$ cat src/hdl/slt_pkg.sv
// Package for the sorted list table: payload structs, operation and status
// codes, controller states and the command/status bundles between modules.
// No dependencies.
package slt_pkg;

    // Operation codes; any code other than insert and delete searches
    localparam logic [1:0] OP_INSERT = 2'd0;
    localparam logic [1:0] OP_DELETE = 2'd1;
    localparam logic [1:0] OP_SEARCH = 2'd2;

    // Result status codes
    localparam logic [1:0] ST_OK        = 2'd0;
    localparam logic [1:0] ST_FULL      = 2'd1;
    localparam logic [1:0] ST_NOT_FOUND = 2'd2;

    // Field widths of the result and of the input value
    localparam int POS_W   = 5;
    localparam int COUNT_W = 6;
    localparam int IN_VAL_W = 16;

    typedef struct packed {
        logic [1:0]          op;
        logic [IN_VAL_W-1:0] value;
    } slt_in_t;

    typedef struct packed {
        logic [1:0]         status;
        logic [POS_W-1:0]   position;
        logic [COUNT_W-1:0] entry_count;
    } slt_out_t;

    typedef enum logic [2:0] {
        S_IDLE,
        S_INS_TOP,
        S_INS_CHK,
        S_SCAN_TOP,
        S_SCAN_CHK,
        S_SHIFT_TOP,
        S_SHIFT_CHK
    } slt_state_t;

    // Commands from controller to datapath
    typedef struct packed {
        logic       load;         // latch value, set index
        logic       load_top;     // index starts at entry count, else zero
        logic       rd_en;        // read memory
        logic       rd_prev;      // read at index - 1, else at index
        logic       wr_en;        // write memory
        logic       wr_rd_data;   // write data is read data, else value
        logic       wr_prev;      // write at index - 1, else at index
        logic       idx_inc;
        logic       idx_dec;
        logic       pos_load;     // position takes the index
        logic       cnt_inc;
        logic       cnt_dec;
        logic       finish;       // register and strobe the result
        logic [1:0] fin_status;
        logic       fin_pos_zero; // report position zero
    } slt_cmd_t;

    // Status from datapath to controller
    typedef struct packed {
        logic full;
        logic idx_zero;
        logic idx_at_count;
        logic rd_le;   // read entry <= value
        logic rd_eq;   // read entry == value
    } slt_stat_t;

endpackage

$ cat src/hdl/slt_ctrl.sv
// Controller of the sorted list table: walks insert, scan and shift phases.
// Depends on slt_pkg.
module slt_ctrl
(
    input  logic              clk,
    input  logic              rst_n,
    input  logic              start,
    input  logic [1:0]        op,
    input  slt_pkg::slt_stat_t stat,
    output logic              busy,
    output slt_pkg::slt_cmd_t cmd
);

    slt_pkg::slt_state_t state_reg;
    slt_pkg::slt_state_t state_next;
    logic                del_reg;
    logic                del_next;

    logic is_insert;
    logic is_delete;

    assign is_insert = (op == slt_pkg::OP_INSERT);
    assign is_delete = (op == slt_pkg::OP_DELETE);
    assign busy      = (state_reg != slt_pkg::S_IDLE);

    // Hold state and operation kind
    always_ff @(posedge clk or negedge rst_n)
    begin
        if (!rst_n)
        begin
            state_reg <= slt_pkg::S_IDLE;
            del_reg   <= 1'b0;
        end
        else
        begin
            state_reg <= state_next;
            del_reg   <= del_next;
        end
    end

    // Next state
    always_comb
    begin
        state_next = state_reg;
        del_next   = del_reg;
        unique case (state_reg)
            slt_pkg::S_IDLE:
            begin
                if (start)
                begin
                    del_next = is_delete;
                    if (is_insert)
                    begin
                        if (!stat.full)
                        begin
                            state_next = slt_pkg::S_INS_TOP;
                        end
                    end
                    else
                    begin
                        state_next = slt_pkg::S_SCAN_TOP;
                    end
                end
            end
            slt_pkg::S_INS_TOP:
            begin
                state_next = stat.idx_zero ? slt_pkg::S_IDLE : slt_pkg::S_INS_CHK;
            end
            slt_pkg::S_INS_CHK:
            begin
                state_next = stat.rd_le ? slt_pkg::S_IDLE : slt_pkg::S_INS_TOP;
            end
            slt_pkg::S_SCAN_TOP:
            begin
                state_next = stat.idx_at_count ? slt_pkg::S_IDLE : slt_pkg::S_SCAN_CHK;
            end
            slt_pkg::S_SCAN_CHK:
            begin
                priority if (stat.rd_eq && del_reg)
                    state_next = slt_pkg::S_SHIFT_TOP;
                else if (stat.rd_eq)
                    state_next = slt_pkg::S_IDLE;
                else
                    state_next = slt_pkg::S_SCAN_TOP;
            end
            slt_pkg::S_SHIFT_TOP:
            begin
                state_next = stat.idx_at_count ? slt_pkg::S_IDLE : slt_pkg::S_SHIFT_CHK;
            end
            slt_pkg::S_SHIFT_CHK:
            begin
                state_next = slt_pkg::S_SHIFT_TOP;
            end
            default:
            begin
                state_next = slt_pkg::S_IDLE;
            end
        endcase
    end

    // Datapath commands
    always_comb
    begin
        cmd = '0;
        unique case (state_reg)
            slt_pkg::S_IDLE:
            begin
                if (start)
                begin
                    cmd.load     = 1'b1;
                    cmd.load_top = is_insert;
                    if (is_insert && stat.full)
                    begin
                        cmd.finish       = 1'b1;
                        cmd.fin_status   = slt_pkg::ST_FULL;
                        cmd.fin_pos_zero = 1'b1;
                    end
                end
            end
            slt_pkg::S_INS_TOP:
            begin
                if (stat.idx_zero)
                begin
                    // Table empty below: value lands at the head
                    cmd.wr_en      = 1'b1;
                    cmd.pos_load   = 1'b1;
                    cmd.cnt_inc    = 1'b1;
                    cmd.finish     = 1'b1;
                    cmd.fin_status = slt_pkg::ST_OK;
                end
                else
                begin
                    cmd.rd_en   = 1'b1;
                    cmd.rd_prev = 1'b1;
                end
            end
            slt_pkg::S_INS_CHK:
            begin
                cmd.wr_en = 1'b1;
                if (stat.rd_le)
                begin
                    cmd.pos_load   = 1'b1;
                    cmd.cnt_inc    = 1'b1;
                    cmd.finish     = 1'b1;
                    cmd.fin_status = slt_pkg::ST_OK;
                end
                else
                begin
                    // Move the larger entry up one slot
                    cmd.wr_rd_data = 1'b1;
                    cmd.idx_dec    = 1'b1;
                end
            end
            slt_pkg::S_SCAN_TOP:
            begin
                if (stat.idx_at_count)
                begin
                    cmd.finish       = 1'b1;
                    cmd.fin_status   = slt_pkg::ST_NOT_FOUND;
                    cmd.fin_pos_zero = 1'b1;
                end
                else
                begin
                    cmd.rd_en = 1'b1;
                end
            end
            slt_pkg::S_SCAN_CHK:
            begin
                cmd.idx_inc = 1'b1;
                if (stat.rd_eq)
                begin
                    cmd.pos_load = 1'b1;
                    if (!del_reg)
                    begin
                        cmd.finish     = 1'b1;
                        cmd.fin_status = slt_pkg::ST_OK;
                    end
                end
            end
            slt_pkg::S_SHIFT_TOP:
            begin
                if (stat.idx_at_count)
                begin
                    cmd.cnt_dec    = 1'b1;
                    cmd.finish     = 1'b1;
                    cmd.fin_status = slt_pkg::ST_OK;
                end
                else
                begin
                    cmd.rd_en = 1'b1;
                end
            end
            slt_pkg::S_SHIFT_CHK:
            begin
                // Close the gap: entry moves down one slot
                cmd.wr_en      = 1'b1;
                cmd.wr_rd_data = 1'b1;
                cmd.wr_prev    = 1'b1;
                cmd.idx_inc    = 1'b1;
            end
            default:
            begin
                cmd = '0;
            end
        endcase
    end

endmodule

$ cat src/hdl/slt_dpath.sv
// Datapath of the sorted list table: entry memory, index, count, position
// and result registers. Depends on slt_pkg.
module slt_dpath
#(
    parameter int DEPTH       = 32,
    parameter int VALUE_WIDTH = 16
)
(
    input  logic               clk,
    input  logic               rst_n,
    input  logic [slt_pkg::IN_VAL_W-1:0] value,
    input  slt_pkg::slt_cmd_t  cmd,
    output slt_pkg::slt_stat_t stat,
    output logic               done,
    output slt_pkg::slt_out_t  result
);

    localparam int IDX_W = (DEPTH > 1) ? $clog2(DEPTH) : 1;
    localparam int CNT_W = $clog2(DEPTH + 1);

    logic [VALUE_WIDTH-1:0] mem [DEPTH];

    logic [VALUE_WIDTH-1:0] val_reg;
    logic [VALUE_WIDTH-1:0] rd_data_reg;
    logic [CNT_W-1:0]       idx_reg;
    logic [CNT_W-1:0]       idx_next;
    logic [CNT_W-1:0]       count_reg;
    logic [CNT_W-1:0]       count_next;
    logic [IDX_W-1:0]       pos_reg;
    logic [IDX_W-1:0]       pos_next;
    logic                   done_reg;
    slt_pkg::slt_out_t      result_reg;

    logic [CNT_W-1:0]       idx_m1;
    logic [IDX_W-1:0]       rd_addr;
    logic [IDX_W-1:0]       wr_addr;
    logic [VALUE_WIDTH-1:0] wr_data;
    logic [IDX_W-1:0]       res_pos;

    assign idx_m1  = idx_reg - CNT_W'(1);
    assign rd_addr = cmd.rd_prev ? idx_m1[IDX_W-1:0] : idx_reg[IDX_W-1:0];
    assign wr_addr = cmd.wr_prev ? idx_m1[IDX_W-1:0] : idx_reg[IDX_W-1:0];
    assign wr_data = cmd.wr_rd_data ? rd_data_reg : val_reg;

    // Entry memory: one write and one registered read a cycle
    always_ff @(posedge clk)
    begin
        if (cmd.wr_en)
        begin
            mem[wr_addr] <= wr_data;
        end
        if (cmd.rd_en)
        begin
            rd_data_reg <= mem[rd_addr];
        end
    end

    // Status toward the controller
    assign stat.full         = (count_reg == CNT_W'(DEPTH));
    assign stat.idx_zero     = (idx_reg == '0);
    assign stat.idx_at_count = (idx_reg == count_reg);
    assign stat.rd_le        = (rd_data_reg <= val_reg);
    assign stat.rd_eq        = (rd_data_reg == val_reg);

    // Advance index, count and position
    always_comb
    begin
        idx_next = idx_reg;
        priority if (cmd.load)
            idx_next = cmd.load_top ? count_reg : '0;
        else if (cmd.idx_inc)
            idx_next = idx_reg + CNT_W'(1);
        else if (cmd.idx_dec)
            idx_next = idx_m1;
        else
            idx_next = idx_reg;

        count_next = count_reg;
        priority if (cmd.cnt_inc)
            count_next = count_reg + CNT_W'(1);
        else if (cmd.cnt_dec)
            count_next = count_reg - CNT_W'(1);
        else
            count_next = count_reg;

        pos_next = cmd.pos_load ? idx_reg[IDX_W-1:0] : pos_reg;
        res_pos  = cmd.fin_pos_zero ? '0 : pos_next;
    end

    // Hold working registers
    always_ff @(posedge clk)
    begin
        if (cmd.load)
        begin
            val_reg <= VALUE_WIDTH'(value);
        end
        idx_reg <= idx_next;
        pos_reg <= pos_next;
        if (cmd.finish)
        begin
            result_reg.status      <= cmd.fin_status;
            result_reg.position    <= slt_pkg::POS_W'(res_pos);
            result_reg.entry_count <= slt_pkg::COUNT_W'(count_next);
        end
    end

    // Control registers: entry count and result strobe
    always_ff @(posedge clk or negedge rst_n)
    begin
        if (!rst_n)
        begin
            count_reg <= '0;
            done_reg  <= 1'b0;
        end
        else
        begin
            count_reg <= count_next;
            done_reg  <= cmd.finish;
        end
    end

    assign done   = done_reg;
    assign result = result_reg;

endmodule

$ cat src/hdl/sorted_list_table.sv
// Sorted list table: up to DEPTH unsigned values kept in ascending order.
// Top level; depends on slt_pkg, slt_ctrl and slt_dpath.
//
// Usage:
//   Drive cmd (op, value) and raise start; the item is taken at an edge with
//   start high and busy low. op 0 inserts after equal entries (status full
//   if the table is full), op 1 deletes the first equal entry, op 2 or 3
//   searches; absent values give status not found. position is the index
//   of the new, removed or found entry; entry_count is the count afterward.
//   Each item gives one result on result, marked by done high for exactly
//   one cycle. The receiver cannot stall; done is a pure strobe.
// Steps:
//   insert into a full table: result registered at acceptance, no memory access.
//   otherwise each visited entry is read into the registered read data of
//   the entry memory, then compared with the value; insert walks down from
//   the top, search and delete walk up from the head, and delete then moves
//   each later entry down one slot.
//   busy drops in the cycle that done is high, so the next item may start.
// Reset clears the entry count and the controller; memory contents are
// left as they are and are never read before being written.
module sorted_list_table
#(
    parameter int DEPTH       = 32,
    parameter int VALUE_WIDTH = 16
)
(
    input  logic              clk,
    input  logic              rst_n,
    input  logic              start,
    input  slt_pkg::slt_in_t  cmd,
    output logic              busy,
    output logic              done,
    output slt_pkg::slt_out_t result
);

    slt_pkg::slt_cmd_t  dp_cmd;
    slt_pkg::slt_stat_t dp_stat;

    // Sequence the operation
    slt_ctrl u_ctrl
    (
        .clk   (clk),
        .rst_n (rst_n),
        .start (start),
        .op    (cmd.op),
        .stat  (dp_stat),
        .busy  (busy),
        .cmd   (dp_cmd)
    );

    // Hold entries and build the result
    slt_dpath
    #(
        .DEPTH       (DEPTH),
        .VALUE_WIDTH (VALUE_WIDTH)
    )
    u_dpath
    (
        .clk    (clk),
        .rst_n  (rst_n),
        .value  (cmd.value),
        .cmd    (dp_cmd),
        .stat   (dp_stat),
        .done   (done),
        .result (result)
    );

endmodule
$ cat config.mk
export PLATFORM = sky130hd
export DESIGN_NAME = sorted_list_table
export DESIGN_NICKNAME = d
export VERILOG_FILES = /design/src/hdl/slt_pkg.sv /design/src/hdl/slt_ctrl.sv /design/src/hdl/slt_dpath.sv /design/src/hdl/sorted_list_table.sv
export SDC_FILE = /design/constraint.sdc
export NUM_CORES = 1
export LEC_CHECK = 0
export BUFFER_PORTS_ARGS = -buffer_cell sky130_fd_sc_hd__buf_2
export CAP_MARGIN = 20
export CORE_ASPECT_RATIO = 2
export CORE_MARGIN = 5
export CORE_UTILIZATION = 40
export CTS_CLUSTER_DIAMETER = 30
export DETAILED_ROUTE_END_ITERATION = 7
export PLACE_DENSITY_LB_ADDON = 0.2
export REMOVE_ABC_BUFFERS = 1
export SYNTH_ARGS = -nofsm -noshare
export SYNTH_HDL_FRONTEND = slang
export SYNTH_HIERARCHICAL = 1
export SYNTH_SLANG_ARGS = --single-unit
$ cat constraint.sdc
create_clock -name clk -period 4.3 [get_ports clk]
set_input_delay 0.645 -clock clk [delete_from_list [all_inputs] [get_ports clk]]
set_output_delay 0.645 -clock clk [all_outputs]
set_load 0.01 [all_outputs]
## Word level (Yosys, flattened, before mapping)

Memories as Yosys holds them, arrays and structs flattened. A register that Yosys moved wholly into a read port is not among the register bits.
Index checks and enable logic that the tools add are counted.

| word-level totals | value |
|---|---|
| bits in registers | 51 |
| bits in writable memories | 512 |
| input port bits | 21 |
| output and inout bits | 15 |
| word-level logic and storage cells | 91 |
| memories | 1 |

| operators by class | value |
|---|---|
| add/sub/neg operators | 4 |
| magnitude comparators | 1 |
| eq/ne operators | 12 |
| muxes and demuxes | 51 |
| reduce and logical (&&, ||, !) cells | 12 |

Memory list:

| memory | words | width | rd ports | clocked after Yosys merged registers in | wr ports | line | text |
|---|---|---|---|---|---|---|---|
| u_dpath.mem | 32 | 16 | 1 | 1 | 1 | slt_dpath.sv:21 | `logic [VALUE_WIDTH-1:0] mem [DEPTH];` |

Operators by type and width:

| cell | number |
|---|---|
| $mux 6 | 6 |
| $mux 3 | 10 |
| $pmux 3 s7 | 1 |
| $pmux 3 s6 | 1 |
| $eq 16x16->1 | 1 |
| $le 16x16->1 | 1 |
| $mux 16 | 1 |
| $mux 4 | 4 |
| $mux 5 | 3 |
| $mux 2 | 7 |
| $add 6x1->6 const B | 2 |
| $mux 1 | 12 |
| $sub 6x1->6 const B | 2 |
| $pmux 1 s2 | 5 |
| $eq 3x3->1 const B | 3 |
| $eq 3x2->1 const B | 2 |
| $eq 6x6->1 | 1 |
| $eq 6x6->1 const B | 1 |
| $logic_not 6->1 | 1 |
| $reduce_bool 3->1 | 2 |
| $reduce_or 2->1 | 3 |
| $reduce_and 2->1 | 2 |
| $eq 3x1->1 const B | 1 |
| $logic_not 3->1 | 1 |
| other kinds (6) | 7 |

## Depth between registers and ports, before layout

Gate-level depths: netlist (run 1).

| depth | value |
|---|---|
| depth after elaboration | 6 |
| depth in mapped cells | 17 |
| mapped depth without buffers | 15 |

## Cells and area by module

Netlist (run 1), hierarchy kept.

By module, submodules not included:

| module | times used | cells an instance | area each (µm²) | seq. area each (µm²) |
|---|---|---|---|---|
| slt_dpath | 1 | 2006 | 28144.5 | 17181.5 |
| slt_ctrl | 1 | 56 | 434.2 | 100.1 |

## Least setup slack after synthesis (run 1)

No wires, ideal clock.

| timing | value |
|---|---|
| path type | flip-flop to flip-flop |
| start | register u_dpath.rd_data_reg[14], read port of u_dpath.mem |
| end | memory u_dpath.mem[0][10] (data pin) |
| library setup time | 0.454 ns |
| data arrival time | 3.641 ns |
| required time | 3.846 ns |
| slack | 0.205 ns |
| stages on the path, launching flop included | 10 |
| buffers on the path | 1 |
| clock period less this slack | 4.095 ns |
| cell sequence | edfxtp_1 ha_1 nand4_1 or2_2 nor3_1 a2bb2oi_1 nor4b_1 or2_2 clkbuf_1 o21ai_0 |

RTL lines:

| item | line | text |
|---|---|---|
| start, declared | slt_dpath.sv:24 | `logic [VALUE_WIDTH-1:0] rd_data_reg;` |
| end, declared | slt_dpath.sv:21 |  |

==> results.toml, run 1 <==
[synth]
netlist_area_um2 = 28600
synthAdderAreaFrac_pct = 0.963
synth_top_area_share_pct = 59.2
netlist_top_cells_area = "edfxtp_1 (59%), mux2i_1 (8.9%), mux2_2 (6.3%)"
yosysUniqueCellTypes = 58
async_flop_share_pct = 1.90
synth_flop_cell = "edfxtp_1"
yosysTopAreaCell = "edfxtp_1"
postSynthAreaPerCell_um2 = 13.9
synthMuxAreaShare_pct = 18.4
synth_cells = 2062
synth_compound_area_share_pct = 10.1
ys_warn_count = 6
ys_ff_latch = 579
yosys.area_share.simple_pct = 6.13
synth_top_family_by_area = "multiplexers"
synth-edff-count = 563
yosysSeqAreaShare_pct = 60.5
synth_xor_area_share_pct = 0.819

[final_layout]
final_cell_mix = "edfxtp_1 (563), mux2i_1 (253), mux2_2 (161)"
stdcell_count = 3116
filler_cell_count = 6205
layout.nets = 2187
synthToLayoutAreaGrowth_pct = 14.6
drive_gt1_share_pct = 23.4
fin_area_um2 = 32700
largest_register_ffs = 512
layout_commonest_cell = "edfxtp_1"

[timing]
finalSetupViolCount = 0
setup_slack_ns = 0.539
tightest_slew_ns = 1.26
clock_skew_ns = 0.0364
rsz0062_at_grt = "no"
hold_violations = 0
max_freq_mhz = 266
fin_crit_ns = 3.76
slew_violations = 0
post-route-period-util_pct = 87.5
max_slew_margin_pct = 15.8

[hold_path]
hp-start = "cmd[3]"
hold_path.class = "input port to register"
worstHoldEndpoint = "u_dpath/val_reg[3]"
hold_depth = 1

[setup_path]
endpoint_kind = "register"
worst-path-buf-inv = 2
cp_max_fo = 32
cp_common_cell = "a21o_1"
start_kind = "register"
required_ns = 4.62
crit_family = "compound AO/OA/AOI/OAI gates"
ff2ff_path_depth = 12
r2r-start = "u_dpath/val_reg[9]"
ff2ff_setup_slack_ns = 0.54
critPathSlowestCell = "mux2_2"
critPathArrivalTime_ns = 4.08
cp_cell_sequence = "inv_1, ha_1, a21o_1, a21o_1, a21oi_1, nor2_1, a211oi_1, a2bb2oi_1, nor4b_1, or2_2, buf_4, mux2_2"
critPathKind = "register to register"
r2r_end = "u_dpath/mem[18][0]"
critPathMaxStageDelay_ns = 0.66

[die]
die_y_um = 388
initial_core_util_pct = 40.4
fp-row-count = 138
core_um2 = 70800
ios = 36
fp.dieW_um = 199
dieArea_um2 = 77200

[placed_design]
dp_cells = 2974
dp_hpwl_um = 55400
place_congestion = 0.884
port_buffers = 35
post-place-ws_ns = 0.507
place_area_um2 = 30300

[job]
cap_violations = 0

[detailed_routing]
routed_via_density = 5.98
drcViolationCount = 0
ant_nets = 0
vias = 18600
wl_per_cell_um = 28.5
drt-initial-drc-count = 1384
first_pass_iters = 5
wl_um = 88700

[pwr]
combPwrFrac_pct = 48.2
leakage_nw = 11.3
p_clk_share_pct = 22.3
ir_drop_mv = 0.988
swShare_pct = 40.1
pwr-share-seq_pct = 29.5
p_per_area_nw_per_um2 = 824
p_switching_mw = 10.8
p_int_mw = 16.2

[global_routing]
grt_pass1_vias = 19400
grt_util_all_layers_pct = 22.7
grt_overflow = 0
grt_pass1_wl_um = 127000
antenna_found_initial = 1
grt_max_degree = 185

[clock_network]
cts.path.max_buffers = 3
root_buffer = "clkbuf_16"
worstSkewPairLatency_ns = 0.64
clkSinkCount = 579
clkTransAtPathRegs_ns = 0.06
tritoncts = "yes"
cts_inserted_buffers = 75
htree_levels = 3

[outcome]
status = "finished clean"
area by class of cell:
type | count | area (um2) | share of cell area (%)
diodes | 1 | 2.50 | 0.00764
clock buffers | 87 | 1980 | 6.06
clock inverters | 51 | 429 | 1.31
inverters | 25 | 93.8 | 0.287
multi-input cells | 1300 | 10500 | 32.0
flip-flops and latches | 579 | 17300 | 52.8
well taps | 910 | 1140 | 3.48
repair buffers | 163 | 1320 | 4.04
through the flow:
stage	utilization, %	total power, mW	hold slack, ns	TNS, ns
2_1_floorplan	-	14.0	0.349	-7068.45
3_3_place_gp	42.8	20.7	0.454	0
3_5_place_dp	42.8	21.0	0.461	0
4_1_cts	46.2	27.1	0.160	0
5_1_grt	46.3	28.1	0.186	0
6_report	46.3	27.0	0.203	0
logic make-up after synthesis:
| logic type | count (synthesis) |
|---|---|
| flip-flops | 579 |
| adder cells (fa/ha/maj) | 22 |
| AO/OA/AOI/OAI | 449 |
| multiplexers | 454 |
| XOR/XNOR | 25 |
| buffers and inverters | 183 |
| AND/OR/NAND/NOR | 350 |
worst reg2reg max path, stage by stage (launching register included):
cell,delay [ns]
edfxtp_1,0.37
inv_1,0.11
ha_1,0.26
a21o_1,0.19
a21o_1,0.18
a21oi_1,0.25
nor2_1,0.07
a211oi_1,0.27
a2bb2oi_1,0.25
nor4b_1,0.09
or2_2,0.46
buf_4,0.28
mux2_2,0.66
power by group through the flow:
stage	combinational, mW	sequential, mW	clock (mW)
after floorplan	5.58	8.39	0
after global placement	12.6	8.06	0
after detailed placement	12.9	8.08	0
after CTS	13.0	7.97	6.13
after global routing	13.7	8.01	6.36
final	13.0	7.97	6.01
how the worst max path moves through the flow:
| stage | start | end | depth (start not counted) |
|---|---|---|---|
| 6_report | u_dpath/val_reg[9] | u_dpath/mem[18][0] | 12 |
| 3_3_place_gp | u_dpath/val_reg[9] | u_dpath/mem[20][10] | 11 |
| 5_1_grt | u_dpath/val_reg[9] | u_dpath/mem[18][0] | 12 |
| 3_5_place_dp | u_dpath/val_reg[9] | u_dpath/mem[10][15] | 11 |
| 2_1_floorplan | u_dpath/idx_reg[1] | u_dpath/rd_data_reg[0] | 9 |
| 4_1_cts | u_dpath/val_reg[9] | u_dpath/mem[20][15] | 11 |
per-layer routing:
metal | vias up | wire, um | GRT usage, %
met5 | - | 0 | 0
met4 | 0 | 7620 | 16.7
met1 | 9544 | 31400 | 24.6
li1 | 8255 | - | -
met3 | 232 | 3830 | 2.96
met2 | 589 | 45800 | 39.8
synth_stat cells, types with 5 or more instances:
cell         n
clkbuf_1    66
a211oi_1    95
nand4_1      7
nor2b_1    100
nand3_1     11
nand2_1    140
o2111ai_1   31
mux4_2      40
dfxtp_1      5
o221ai_1    31
mux2i_1    253
inv_1       25
ha_1        22
buf_6        8
nor2_1      41
xnor2_1     14
o22ai_1     82
edfxtp_1   563
a21oi_1     99
buf_2       49
nand2b_1    10
mux2_2     161
dfrtp_1     11
nor3_1       9
o21ai_0     89
xor2_1       9
buf_1       11
buf_4       24
a21o_1       6
timing repair:
item / 4_1_cts / 5_1_grt
hold endpoints to repair: 11 / 0
gates resized for setup: 0 / 0
buffers inserted: 0 / 0
hold buffers: 1 / 0
endpoints found under the setup margin: 0 / 0
No activity file was read; power rests on OpenSTA's default activity.
==> run 2: changes to the inputs <==
--- a/config.mk
+++ b/config.mk
@@ -12,7 +12,7 @@
 export CORE_UTILIZATION = 40
 export CTS_CLUSTER_DIAMETER = 30
 export DETAILED_ROUTE_END_ITERATION = 7
-export PLACE_DENSITY_LB_ADDON = 0.2
+export PLACE_DENSITY_LB_ADDON = 0.05
 export REMOVE_ABC_BUFFERS = 1
 export SYNTH_ARGS = -nofsm -noshare
 export SYNTH_HDL_FRONTEND = slang
==> run 2 against run 1 <==
  * Die area unchanged
  * Sequential power about the same
  * Critical path depth did not move
  * Non-clock buffer count grew 3
  * Via count fell by 1.1%
  * Fmax grew 1.8%
  * Final cell count rose by 1.2%
  * Count of clock-buffer cells in the layout is 13 higher
  * Design area rose by 2.3%
  * Sequential share of layout area down 1.2 points
  * Clock skew decreased by 0.013 ns
  * Core utilization is 1.1 points higher
  * Critical path type unchanged
  * Largest power group unchanged
  * Highest routed layer unchanged
==> results.toml, run 2 (synthesis results as in run 1) <==
[setup_path]
critPathMaxStageDelay_ns = 0.51
critPathKind = "register to register"
cp_max_fo = 30
critPathArrivalTime_ns = 4.14
cp_cell_sequence = "ha_1, a21o_1, a21o_1, a21oi_1, nor2_1, a211oi_1, a2bb2oi_1, nor4b_1, or2_2, buf_4, o21ai_2, buf_4"
crit_family = "compound AO/OA/AOI/OAI gates"
critPathSlowestCell = "a211oi_1"
endpoint_kind = "register"
required_ns = 4.74
worst-path-buf-inv = 2
start_kind = "register"

[clock_network]
worstSkewPairLatency_ns = 0.67
cts.repair.resized = 0
tritoncts = "yes"
clkSinkCount = 579
postCtsSetupRepairBufs = 0
cts.path.max_buffers = 3
htree_levels = 3
root_buffer = "clkbuf_16"
clkTransAtPathRegs_ns = 0.05
cts_inserted_buffers = 90

[detailed_routing]
wl_per_cell_um = 28.2
routed_via_density = 5.84
first_pass_iters = 5
wl_um = 88800
drt-initial-drc-count = 1305
ant_nets = 0
vias = 18400
drcViolationCount = 0

[timing]
max_freq_mhz = 271
slew_violations = 0
max_slew_margin_pct = 40.4
tightest_slew_ns = 0.894
clock_skew_ns = 0.0231
hold_ws_ns = 0.168
post-route-period-util_pct = 85.9
fin_crit_ns = 3.70
finalSetupViolCount = 0
rsz0062_at_grt = "no"
hold_violations = 0

[outcome]
status = "finished clean"

[pwr]
p_switching_mw = 11.1
ir_drop_mv = 0.930
leakage_nw = 11.7
combPwrFrac_pct = 45.3
p_per_area_nw_per_um2 = 849
swShare_pct = 38.8
p_clk_share_pct = 26.7
total_power_mw = 28.4
p_int_mw = 17.4
pwr-share-seq_pct = 28.0

[final_layout]
layout.nets = 2205
synthToLayoutAreaGrowth_pct = 17.3
drive_gt1_share_pct = 24.9
fin_area_um2 = 33500
largest_register_ffs = 512
layout_commonest_cell = "edfxtp_1"
final_cell_mix = "edfxtp_1 (563), mux2i_1 (253), mux2_2 (161)"

[global_routing]
antenna_found_initial = 0
grt_pass1_wl_um = 129000
grt_overflow = 0
grt_util_all_layers_pct = 23.0
grt_pass1_vias = 19300
grt_max_degree = 170

[die]
dieArea_um2 = 77200
die_y_um = 388
initial_core_util_pct = 40.4
fp-row-count = 138
core_um2 = 70800
fp.dieW_um = 199
ios = 36

[placed_design]
place_area_um2 = 30300
dp_hpwl_um = 56300
port_buffers = 35
place_congestion = 0.833

[job]
cap_violations = 0

[hold_path]
hold_path.class = "input port to register"
## run 2: cell count changes in the layout (fill, tap and decap cells not counted), sizes merged
cell	delta
diode	+1
clkinv	+2
clkbuf	+13
inv	+7
bufinv	+11
clkinvlp	-1
buf	+3
## run 2: metal layers
layer | track usage (%) | share of wire, %
met1 | 26.4 | 38
met4 | 9.48 | 3.9
met2 | 42.2 | 54
met5 | 0 | 0
met3 | 3.46 | 4.0
## run 2: power groups by stage
| stage | sequential, mW | clock, mW | combinational, mW |
|---|---|---|---|
| 6_report | 7.96 | 7.60 | 12.9 |
| 5_1_grt | 8.02 | 8.00 | 13.8 |
| 4_1_cts | 7.97 | 7.76 | 13.1 |
| 3_5_place_dp | 8.08 | 0 | 13.0 |
| 3_3_place_gp | 8.07 | 0 | 12.9 |
| 2_1_floorplan | 8.39 | 0 | 5.58 |
## run 2: path summary, 6_finish.rpt
check	slack, ns	start	cells after the start	to
setup / recovery	0.60	u_dpath/rd_data_reg[9]	12	u_dpath/mem[8][13]
hold / removal	0.17	cmd[1]	1	u_dpath/val_reg[1]
setup reg to reg	0.60	u_dpath/rd_data_reg[9]	12	u_dpath/mem[8][13]
hold reg to reg	0.47	u_dpath/pos_reg[4]	1	u_dpath/pos_reg[4]
max in group asynchronous	3.66	rst_n	2	u_dpath/count_reg[4]
min in group asynchronous	0.41	rst_n	2	u_dpath/count_reg[2]
## run 2: repair_timing
action                                  4_1_cts  5_1_grt
hold endpoints to repair                     11        0
hold buffers                                  1        0
endpoints found under the setup margin        0        0
## run 2: area by class of cell
class | count | area (um2)
Fill cell | 6168 | 37300
Sequential cell | 579 | 17300
Antenna cell | 2 | 5.00
Clock buffer | 100 | 2300
Tap cell | 910 | 1140
Clock inverter | 70 | 881
Timing Repair Buffer | 166 | 1320
Multi-Input combinational cell | 1300 | 10500
Inverter | 25 | 93.8
## run 2: metrics by stage
stage               cells  util [%]  setup WS (ns)   TNS, ns
finish               3152      47.3          0.604         0
global route         3150      47.3          0.355         0
CTS                  3150      47.3          0.599         0
detailed placement   2979      42.8          0.605         0
global placement     2979      42.8          0.650         0
floorplan            1904         -         -26.61  -7068.45
==> run 3: changes to the inputs <==
--- a/config.mk
+++ b/config.mk
@@ -5,11 +5,13 @@
 export SDC_FILE = /design/constraint.sdc
 export NUM_CORES = 1
 export LEC_CHECK = 0
+export ABC_AREA = 1
 export BUFFER_PORTS_ARGS = -buffer_cell sky130_fd_sc_hd__buf_2
 export CAP_MARGIN = 20
 export CORE_ASPECT_RATIO = 2
 export CORE_MARGIN = 5
 export CORE_UTILIZATION = 40
+export CTS_BUF_LIST = sky130_fd_sc_hd__clkbuf_4
 export CTS_CLUSTER_DIAMETER = 30
 export DETAILED_ROUTE_END_ITERATION = 7
 export PLACE_DENSITY_LB_ADDON = 0.05
==> run 3 against run 2 <==
  * Worst hold slack better by 0.0070 ns
  * Clock power decreased by 39%
  * Sequential power decreased by 2%
  * Worst setup slack got worse by 0.19 ns
  * Core utilization shrank 1.3 points
  * Design area is 9.9% lower
  * Total power decreased by 12%
  * Highest routed layer unchanged
  * Non-clock buffer count fell by 19
==> results.toml, run 3 <==
[timing]
finalSetupViolCount = 0
post-route-period-util_pct = 90.3
max_slew_margin_pct = 28.5
hold_ws_ns = 0.175
rsz0062_at_grt = "no"
max_freq_mhz = 257
fin_crit_ns = 3.88
hold_violations = 0
slew_violations = 0
tightest_slew_ns = 1.07
tns_ns = 0
clock_skew_ns = 0.0562

[final_layout]
layout_commonest_cell = "nand2_1"
largest_register_ffs = 512
stdcell_count = 3767
fin_area_um2 = 30200
drive_gt1_share_pct = 13.4
synthToLayoutAreaGrowth_pct = 14.3
filler_cell_count = 6342
layout.nets = 2833
final_cell_mix = "nand2_1 (597), edfxtp_1 (563), nand3_1 (562)"

[pwr]
pwr-share-seq_pct = 31.3
ir_drop_mv = 0.740
combPwrFrac_pct = 50.1
p_clk_share_pct = 18.6
p_per_area_nw_per_um2 = 828
leakage_nw = 13.2
swShare_pct = 46.7
p_int_mw = 13.3
p_switching_mw = 11.7
total_power_mw = 25.0

[hold_path]
hp-start = "cmd[17]"
worstHoldEndpoint = "u_dpath/result[11]"
hold_depth = 4
hold_path.class = "input port to register"

[die]
initial_core_util_pct = 40.3
ios = 36
die_y_um = 373
core_um2 = 65600
fp-row-count = 133
fp.dieW_um = 192
dieArea_um2 = 71500

[global_routing]
grt_pass1_wl_um = 126000
grt_overflow = 0
grt_util_all_layers_pct = 24.3
grt_pass1_vias = 19200
grt_max_degree = 80
antenna_found_initial = 2

[detailed_routing]
drt-initial-drc-count = 1167
wl_um = 86400
first_pass_iters = 6
vias = 19200
ant_nets = 0
wl_per_cell_um = 22.9
drcViolationCount = 0
routed_via_density = 5.09

[setup_path]
critPathSlowestCell = "edfxtp_1"
cp_max_fo = 37
cp_cell_sequence = "inv_1, ha_1, nand2_1, nor3_1, inv_1, nand3_2, inv_1, inv_4, nand2_4, nand2_8, buf_12, buf_4, nand2_1, nand3_1, nand3_1, nand3_1, nand2_1, nand2_1, nand2_1"
ff2ff_setup_slack_ns = 0.42
critPathKind = "register to register"
r2r_end = "u_dpath/rd_data_reg[13]"
critPathMaxStageDelay_ns = 0.55
cp_common_cell = "nand2_1"
worst-path-buf-inv = 6
r2r-start = "u_dpath/idx_reg[1]"
endpoint_kind = "register"
crit_family = "simple AND/OR/NAND/NOR gates"
critPathArrivalTime_ns = 4.55
required_ns = 4.97
start_kind = "register"
ff2ff_path_depth = 19

[job]
cap_violations = 0

[synth]
netlist_top_cells_area = "edfxtp_1 (64%), nand3_1 (11%), nand2_1 (8.5%)"
yosysUniqueCellTypes = 37
synthMuxAreaShare_pct = 0
synthAdderAreaFrac_pct = 1.04
synth-edff-count = 563
synth_top_area_share_pct = 64.0
postSynthAreaPerCell_um2 = 10.1
netlist_area_um2 = 26400
yosys.area_share.simple_pct = 21.2
synth_common_cells = "nand2_1 (598), edfxtp_1 (563), nand3_1 (562)"
async_flop_share_pct = 1.90
ys_ff_latch = 579
synth_cells = 2622
synth_flop_cell = "edfxtp_1"
synth_top_family_by_area = "simple AND/OR/NAND/NOR gates"
ys_warn_count = 6
yosysTopAreaCell = "edfxtp_1"
synth_compound_area_share_pct = 1.34
synth_xor_area_share_pct = 0.232
yosys.cell_count.top_type = "nand2_1"
yosysSeqAreaShare_pct = 65.5

[clock_network]
cts_inserted_buffers = 143
postCtsSetupRepairBufs = 0
tritoncts = "yes"
clkSinkCount = 579
cts.path.max_buffers = 3
clkTransAtPathRegs_ns = 0.07
root_buffer = "clkbuf_4"
cts.repair.resized = 0
cts_hold_buf = 21
worstSkewPairLatency_ns = 0.95
htree_levels = 4

[placed_design]
dp_cells = 3501
dp_hpwl_um = 52700
place_area_um2 = 28200
port_buffers = 35
place_congestion = 0.859

[outcome]
status = "finished clean"
## run 3: worst max path at each step
stage                  startpoint                 endpoint  slack, ns  cells after the start
2_1_floorplan  u_dpath/idx_reg[0]  u_dpath/rd_data_reg[11]      -6.17                     15
3_5_place_dp   u_dpath/idx_reg[1]  u_dpath/rd_data_reg[13]       0.47                     19
4_1_cts        u_dpath/idx_reg[1]  u_dpath/rd_data_reg[13]       0.41                     19
6_report       u_dpath/idx_reg[1]  u_dpath/rd_data_reg[13]       0.42                     19
3_3_place_gp   u_dpath/idx_reg[1]   u_dpath/rd_data_reg[1]       0.48                     17
5_1_grt        u_dpath/idx_reg[1]  u_dpath/rd_data_reg[13]       0.14                     19
## run 3: final cells by class
class,count,area (um2),share of cell area (%)
clock inverters,49,339,1.12
flip-flops and latches,579,17300,57.3
repair buffers,147,1450,4.81
diodes,3,7.51,0.0249
clock buffers,193,1450,4.80
well taps,877,1100,3.64
inverters,564,2120,7.04
multi-input cells,1355,6430,21.3
## run 3: power by group through the flow
stage,registers (mW),clock network [mW],logic [mW]
after floorplan,7.91,0,6.43
after global placement,7.94,0,12.6
after detailed placement,7.94,0,12.6
after CTS,7.81,4.85,12.7
after global routing,7.84,5.08,13.6
final,7.82,4.65,12.5
## run 3: kinds of logic after synthesis
kind of cell / Yosys count
DFF: 579
AOI/OAI and AO/OA: 63
buffers and inverters: 688
and+or+nand+nor: 1263
xor gates and xnor gates: 7
adders and majority gates: 22
## run 3: worst reg2reg max path, stage by stage, from the launching register on
cell and delay (ns):
edfxtp_1 0.55, inv_1 0.21, ha_1 0.17, nand2_1 0.05, nor3_1 0.29, inv_1 0.09
nand3_2 0.10, inv_1 0.23, inv_4 0.19, nand2_4 0.10, nand2_8 0.31, buf_12 0.30
buf_4 0.26, nand2_1 0.07, nand3_1 0.07, nand3_1 0.09, nand3_1 0.25, nand2_1 0.11
nand2_1 0.10, nand2_1 0.07
## run 3: metal layers
layer | routed length, um | share of wire, % | up-vias | GRT usage [%]
met5 | 0 | 0 | - | 0
met4 | 4420 | 5.1 | 0 | 12.7
met3 | 3460 | 4.0 | 182 | 3.64
met2 | 46700 | 54 | 576 | 44.1
met1 | 31800 | 37 | 9465 | 27.1
li1 | - | - | 8965 | -
## run 3: stage by stage
step / utilization [%] / worst slack [ns]
after floorplan: - / -6.17
after global placement: 43.0 / 0.478
after detailed placement: 43.0 / 0.475
after CTS: 46.0 / 0.414
after global routing: 46.0 / 0.144
final: 46.0 / 0.416
